### src/rtl/pip_pkg.sv
// ----------------------------------------------------------------------------
// pip_pkg
// Shared types and constants for the point-in-polygon ray-crossing test.
// ----------------------------------------------------------------------------
package pip_pkg;

    localparam int COORD_W   = 16;
    localparam int IDX_W     = 6;
    localparam int CNT_W     = 7;
    localparam int DIFF_W    = COORD_W + 1;
    localparam int PROD_W    = 2 * DIFF_W;
    localparam int S_TDATA_W = 40;
    localparam int M_TDATA_W = 8;

    // Field positions inside s_tdata
    localparam int IDX_LSB = 0;
    localparam int X_LSB   = IDX_LSB + IDX_W;
    localparam int Y_LSB   = X_LSB + COORD_W;

    typedef enum logic {
        OP_LOAD  = 1'b0,
        OP_QUERY = 1'b1
    } op_t;

    typedef enum logic [1:0] {
        ST_IDLE,
        ST_WALK,
        ST_DRAIN
    } state_t;

    typedef struct packed {
        logic signed [COORD_W-1:0] y;
        logic signed [COORD_W-1:0] x;
    } point_t;

    typedef struct packed {
        logic busy;
        logic hit;
    } edge_status_t;

endpackage

### src/rtl/pip_edge_unit.sv
// ----------------------------------------------------------------------------
// pip_edge_unit
// Shared edge evaluator: one polygon edge per cycle, two pipeline steps.
// Step one forms the straddle test and both cross products, step two
// compares them with the sense given by the sign of dy.
// ----------------------------------------------------------------------------
module pip_edge_unit (
    input  logic                   aclk,
    input  logic                   aresetn,
    input  logic                   edge_valid,
    input  pip_pkg::point_t        vtx_i,
    input  pip_pkg::point_t        vtx_j,
    input  pip_pkg::point_t        pt,
    output pip_pkg::edge_status_t  status
);

    logic signed [pip_pkg::DIFF_W-1:0] dy;
    logic signed [pip_pkg::DIFF_W-1:0] dx_p;
    logic signed [pip_pkg::DIFF_W-1:0] dx_e;
    logic signed [pip_pkg::DIFF_W-1:0] dy_p;
    logic                              straddle;

    logic                              s1_valid_reg;
    logic                              s1_straddle_reg;
    logic                              s1_dy_pos_reg;
    logic signed [pip_pkg::PROD_W-1:0] s1_lhs_reg;
    logic signed [pip_pkg::PROD_W-1:0] s1_rhs_reg;
    logic                              cross_ok;

    always_comb begin
        dy   = pip_pkg::DIFF_W'(vtx_j.y) - pip_pkg::DIFF_W'(vtx_i.y);
        dx_p = pip_pkg::DIFF_W'(pt.x)    - pip_pkg::DIFF_W'(vtx_i.x);
        dx_e = pip_pkg::DIFF_W'(vtx_j.x) - pip_pkg::DIFF_W'(vtx_i.x);
        dy_p = pip_pkg::DIFF_W'(pt.y)    - pip_pkg::DIFF_W'(vtx_i.y);
        // lower end inclusive, upper end exclusive
        straddle = ((vtx_i.y <= pt.y) && (pt.y < vtx_j.y)) ||
                   ((vtx_j.y <= pt.y) && (pt.y < vtx_i.y));
    end

    always_ff @(posedge aclk) begin
        if (!aresetn) begin
            s1_valid_reg <= 1'b0;
        end else begin
            s1_valid_reg <= edge_valid;
        end
    end

    always_ff @(posedge aclk) begin
        s1_straddle_reg <= straddle;
        s1_dy_pos_reg   <= (dy > 0);
        s1_lhs_reg      <= dx_p * dy;
        s1_rhs_reg      <= dx_e * dy_p;
    end

    always_comb begin
        if (s1_dy_pos_reg) begin
            cross_ok = (s1_lhs_reg < s1_rhs_reg);
        end else begin
            cross_ok = (s1_lhs_reg > s1_rhs_reg);
        end
        status.busy = s1_valid_reg;
        status.hit  = s1_valid_reg && s1_straddle_reg && cross_ok;
    end

endmodule

### config.mk
export PLATFORM = sky130hd
export DESIGN_NAME = pip_edge_unit
export DESIGN_NICKNAME = d
export VERILOG_FILES = /design/src/rtl/pip_pkg.sv /design/src/rtl/pip_edge_unit.sv
export SDC_FILE = /design/constraint.sdc
export NUM_CORES = 2
export LEC_CHECK = 0
export BUFFER_PORTS_ARGS = -buffer_cell sky130_fd_sc_hd__buf_2
export CAP_MARGIN = 30
export CORE_ASPECT_RATIO = 0.75
export CORE_MARGIN = 3
export CORE_UTILIZATION = 45
export CTS_CLUSTER_SIZE = 40
export DETAILED_ROUTE_END_ITERATION = 10
export GPL_TIMING_DRIVEN = 0
export PLACE_DENSITY_LB_ADDON = 0.3
export SLEW_MARGIN = 20
export SYNTH_ARGS = -nofsm -noshare
export SYNTH_HDL_FRONTEND = slang
export SYNTH_SLANG_ARGS = --single-unit
### constraint.sdc
create_clock -name aclk -period 7.9 [get_ports aclk]
set_clock_uncertainty 0.15 [all_clocks]
set_input_delay 0.395 -clock aclk [delete_from_list [all_inputs] [get_ports aclk]]
set_output_delay 0.395 -clock aclk [all_outputs]
set_load 0.03 [all_outputs]
# After elaboration in Yosys (flattened, before gate mapping)
# Cells that the tools add are included.
[word_totals] elab_cells=24 reg_bits=71 out_inout_bits=2
[classes] multipliers=2 n_lt_le_gt_ge=7 n_reduce_logical=5 mux=1 n_addsub=4
[ops] operator="$mul 17x17->34" count=2
[ops] operator="$sub 16x16->17" count=4
[ops] operator="$gt 34x34->1" count=1
[ops] operator="$lt 34x34->1" count=1
[ops] operator="$le 16x16->1" count=2
[ops] operator="$lt 16x16->1" count=2
[ops] operator="$gt 17x1->1 const B" count=1
[ops] operator="$logic_and 1x1->1" count=4
[ops] operator="$logic_or 1x1->1" count=1
[ops] operator="$mux 1" count=1

# Longest topological paths before layout
[logic_depth] depth_word=3 ltp_mapped=36 depth_no_buf=35

# Worst setup path after synthesis
# OpenSTA, ideal clock, no wires.
[synth_timing] kind="input to register" startpoint="input pt[0] in the netlist's numbering" endpoint="register s1_lhs_reg[33] in the netlist's numbering" arrival_ns=8.035 setup_ns=0.121 slack_ns=-0.406 path_stages=35 path_cell_list="inv_1 ha_1 inv_1 fa_1 a21o_1 a21oi_1 o21ai_0 a211o_1 o31a_1 a21o_1 a21o_1 xor2_1 clkbuf_1 nand2_1 fa_1 inv_1 fa_1 inv_1 fa_1 inv_1 fa_1 fa_1 inv_1 fa_1 inv_1 ha_1 and4_1 and2_1 nand4_1 o2111ai_1 nand3_1 o211a_1 o21bai_1 a21oi_1 xnor2_1"
[synth_between] elab_chain_cells=2
[synth_lines] element="start: declaration" line="pip_edge_unit.sv:13" text="input pip_pkg::point_t pt,"
[synth_lines] element="$sub 16x16->17" line="pip_edge_unit.sv:32" text="dx_p = pip_pkg::DIFF_W'(pt.x) - pip_pkg::DIFF_W'(vtx_i.x);"
[synth_lines] element="$mul 17x17->34" line="pip_edge_unit.sv:51" text="s1_lhs_reg <= dx_p * dy;"
[synth_lines] element="end signal: assignment" line="pip_edge_unit.sv:51"
[synth_lines] element="end: declaration" line="pip_edge_unit.sv:26" text="logic signed [pip_pkg::PROD_W-1:0] s1_lhs_reg;"
# No other way between the ends.
# A chain may end at the register's enable or synchronous reset.

# Worst setup path after layout
[layout_timing] startpoint="input vtx_j[16] in the netlist's numbering" endpoint="register s1_lhs_reg[33] in the netlist's numbering"
[layout_between] elab_chain_cells=2
[layout_lines] element="start: declaration" line="pip_edge_unit.sv:12" text="input pip_pkg::point_t vtx_j,"
[layout_lines] element="$sub 16x16->17" line="pip_edge_unit.sv:31" text="dy = pip_pkg::DIFF_W'(vtx_j.y) - pip_pkg::DIFF_W'(vtx_i.y);"
[layout_lines] element="$mul 17x17->34" line="pip_edge_unit.sv:51"
# No other way between the ends.

==> qor.yml <==
run_status:
  result_of_the_run: "finished, violations left"
  violations: "negative setup slack"
timing:
  fin_hold_ws_ns: 0.1233
  relSlewSlack_pct: 31.52
  worstMarginPinSlew_ns: 1.020
  fmax_mhz: 120.8
  layout_min_cycle_time_ns: 8.281
  worst_slack_ns: -0.3811
  report.final.hold_viol_count: 0
  setup_violations: 8
  grt_setup_unrepaired: "yes"
  slew_violations: 0
  post-route-period-util_pct: 104.8
yosys:
  synth_top_family_by_area: "adder cells"
  synth_xor_area_share_pct: 4.754
  ys_ff_latch: 71
  synth_edf_count: 0
  yosys.area_share.simple_pct: 14.17
  post_synth_mux_area_share_pct: 0.1478
  top_cell_type_s_share_of_synthesized_area_pct: 44.05
  yosys.cell_count.top_type: "inv_1"
  yosys.area_share.adder_pct: 57.17
  synthDistinctLibCells: 64
  synth_commonest_cells: "inv_1, fa_1, nand2_1, ha_1, nor2_1"
  sequential_to_total_area_share_from_yosys_stat_pct: 5.248
  synthesis.area_per_instance_um2: 8.889
  async_reset_ff_share_pct: 0
  synth-compound-area-share_pct: 7.673
  synthesis.instances: 3047
  synth_top_cells_by_area: "fa_1, ha_1, inv_1, dfxtp_1, nand2_1"
  netlist.top_cell.by_area: "fa_1"
  synth.cell_area_um2: 27080
  yosysWarningCount: 0
  mapped_nets: 4026
  postSynth.topFlopCell: "dfxtp_1"
grt:
  via_count_of_the_first_global_routing_pass: 22131
  grt_antenna_before_repair: 4
  combined_global_route_utilization_of_all_metal_layers_pct: 26.63
  gr-max-usage-layer: "met1"
  gr-total-overflow: 0
  globalRouteMet2Util_pct: 36.71
  groute.layer.met3.usage_pct: 9.823
  global_route_wire_length_before_repair_mm: 126.4
  gr_util_met1_pct: 40.08
  grt_start_max_net_pins: 14
worst_setup_path:
  timing.critical_path.from_type: "input pin"
  crit_path_top_delay_cell: "fa_1"
  critPathMaxFanout: 3
  cp_data_arrival_time_ns: 8.38
  timing.critical_path.slowest_cell_delay_ns: 0.55
  worst_setup_end_kind: "register"
  critPathRequiredTime_ns: 8.00
  crit_top_cell: "fa_1"
  critPathKind: "input pin to register"
final_layout:
  final_net_count: 4294
  drive_gt1_share_pct: 17.65
  area_growth_syn_to_layout_pct: 19.56
  finish.cell_count_without_fillers: 4112
worst_hold_path:
  hp-start: "edge_valid"
  min-delay-path-class: "input pin to register"
  min_delay_path_depth: 2
  hold_end: "s1_valid_reg"
drt:
  detail_route.wl_per_cell_um: 19.97
  drt-total-wl_mm: 82.10
  via_count: 21669
  route.antenna.remaining_nets: 0
  drt_iter0_drc: 1681
  avgViaCountPerCell: 5.270
  detailedRoute.firstPassIterationCount: 6
  number_of_design_rule_violations_left_after_detail_routing: 0
clock_network:
  h-tree-depth: 3
  clk_root_buffer_cell: "clkbuf_16"
  clock_tree_from_tritoncts: "yes"
  numCtsBuffers: 9
  tritoncts_num_sinks: 71
  clock_transition_at_the_register_clock_pins_on_the_worst_setup_and_hold_paths_after_cts_ns: 0.06
  cts.path.max_buffers: 2
floorplanning:
  floorplan.die.width_um: 289.3
  die_area_um2: 63200
  fp-row-count: 77
  floorplan.die.height_um: 218.5
  io-pin-count: 101
  core-area_um2: 59250
  initial_utilization_pct: 45.71
place:
  place.gp.congestion: 0.9628
  dp_hpwl_mm: 68.80
  dpl.cell_count: 3957
  place_worst_setup_slack_ns: -2.522
  io_buffers: 100
flow_run:
  timing.max_cap.violations: 0
-- layout by cell type, fill, tap and decap left out, drive strengths merged, types with 46 or more instances in the layout --
master	Yosys	final
a21o	54	54
inv	708	704
a21oi	94	94
dfxtp	71	71
clkbuf	69	68
buf	3	272
o21ai	46	46
xnor2	106	106
nand2	335	335
and2	66	66
ha	284	284
nor2	247	247
nor2b	54	54
fa	596	596
-- per-layer routing --
metal	vias up	share of wire (%)	routed length, um
met2	931	41	33460
met5	-	0.29	234
met4	6	1.4	1156
met3	67	13	10870
met1	10874	44	36380
li1	9791	-	-
-- metrics by stage --
step                utilization, %  instance area (um^2)  setup TNS (ns)
finish                       54.65                 32380          -1.513
global route                 54.65                 32380          -4.635
CTS                          52.79                 31280          -1.495
detailed placement           48.90                 28980          -59.11
global placement             48.43                 28700          -61.49
floorplan                        -                 27210        -0.02933
-- worst max path at each step --
| stage | from | end | slack (ns) | depth (start not counted) |
|---|---|---|---|---|
| global route | vtx_j[16] | s1_lhs_reg[33] | -0.60 | 35 |
| CTS | pt[0] | s1_lhs_reg[33] | -0.42 | 36 |
| finish | vtx_j[16] | s1_lhs_reg[33] | -0.38 | 35 |
| detailed placement | vtx_i[5] | s1_lhs_reg[33] | -2.52 | 33 |
| global placement | vtx_i[5] | s1_lhs_reg[33] | -2.52 | 35 |
| floorplan | pt[0] | s1_lhs_reg[33] | -0.03 | 35 |
-- logic make-up after synthesis --
logic type,after synthesis
AO/OA/AOI/OAI,315
XOR/XNOR,147
adder cells (fa/ha/maj),880
buffers and inverters,780
flip-flops,71
multiplexers,4
AND/OR/NAND/NOR,850
-- cell type report --
type,count,area (um^2)
fillers,5353,26870
multi-input cells,2196,24560
inverters,708,2688
repair buffers,264,1937
flip-flops and latches,71,1421
well taps,790,988.4
plain buffers,65,494.2
clock buffers,11,252.7
clock inverters,5,38.79
diodes,2,5.005
-- critical path: cells and delay by family --
family,cells,cell delay [ns]
adder cells (fa/ha/maj),9,3.75
AO/OA/AOI/OAI,8,1.67
AND/OR/NAND/NOR,9,1.61
buffers and inverters,8,0.72
XOR/XNOR,1,0.23
-- timing repair --
action	in CTS	in global routing
hold buffers	0	0
endpoints found under the setup margin	39	34
pin swaps	112	112
resized for setup	288	137
buffers inserted	77	60
Power is left out: the tool's default activity adds up to more than one toggle a clock period on the data nets, which glitch-free logic cannot reach.
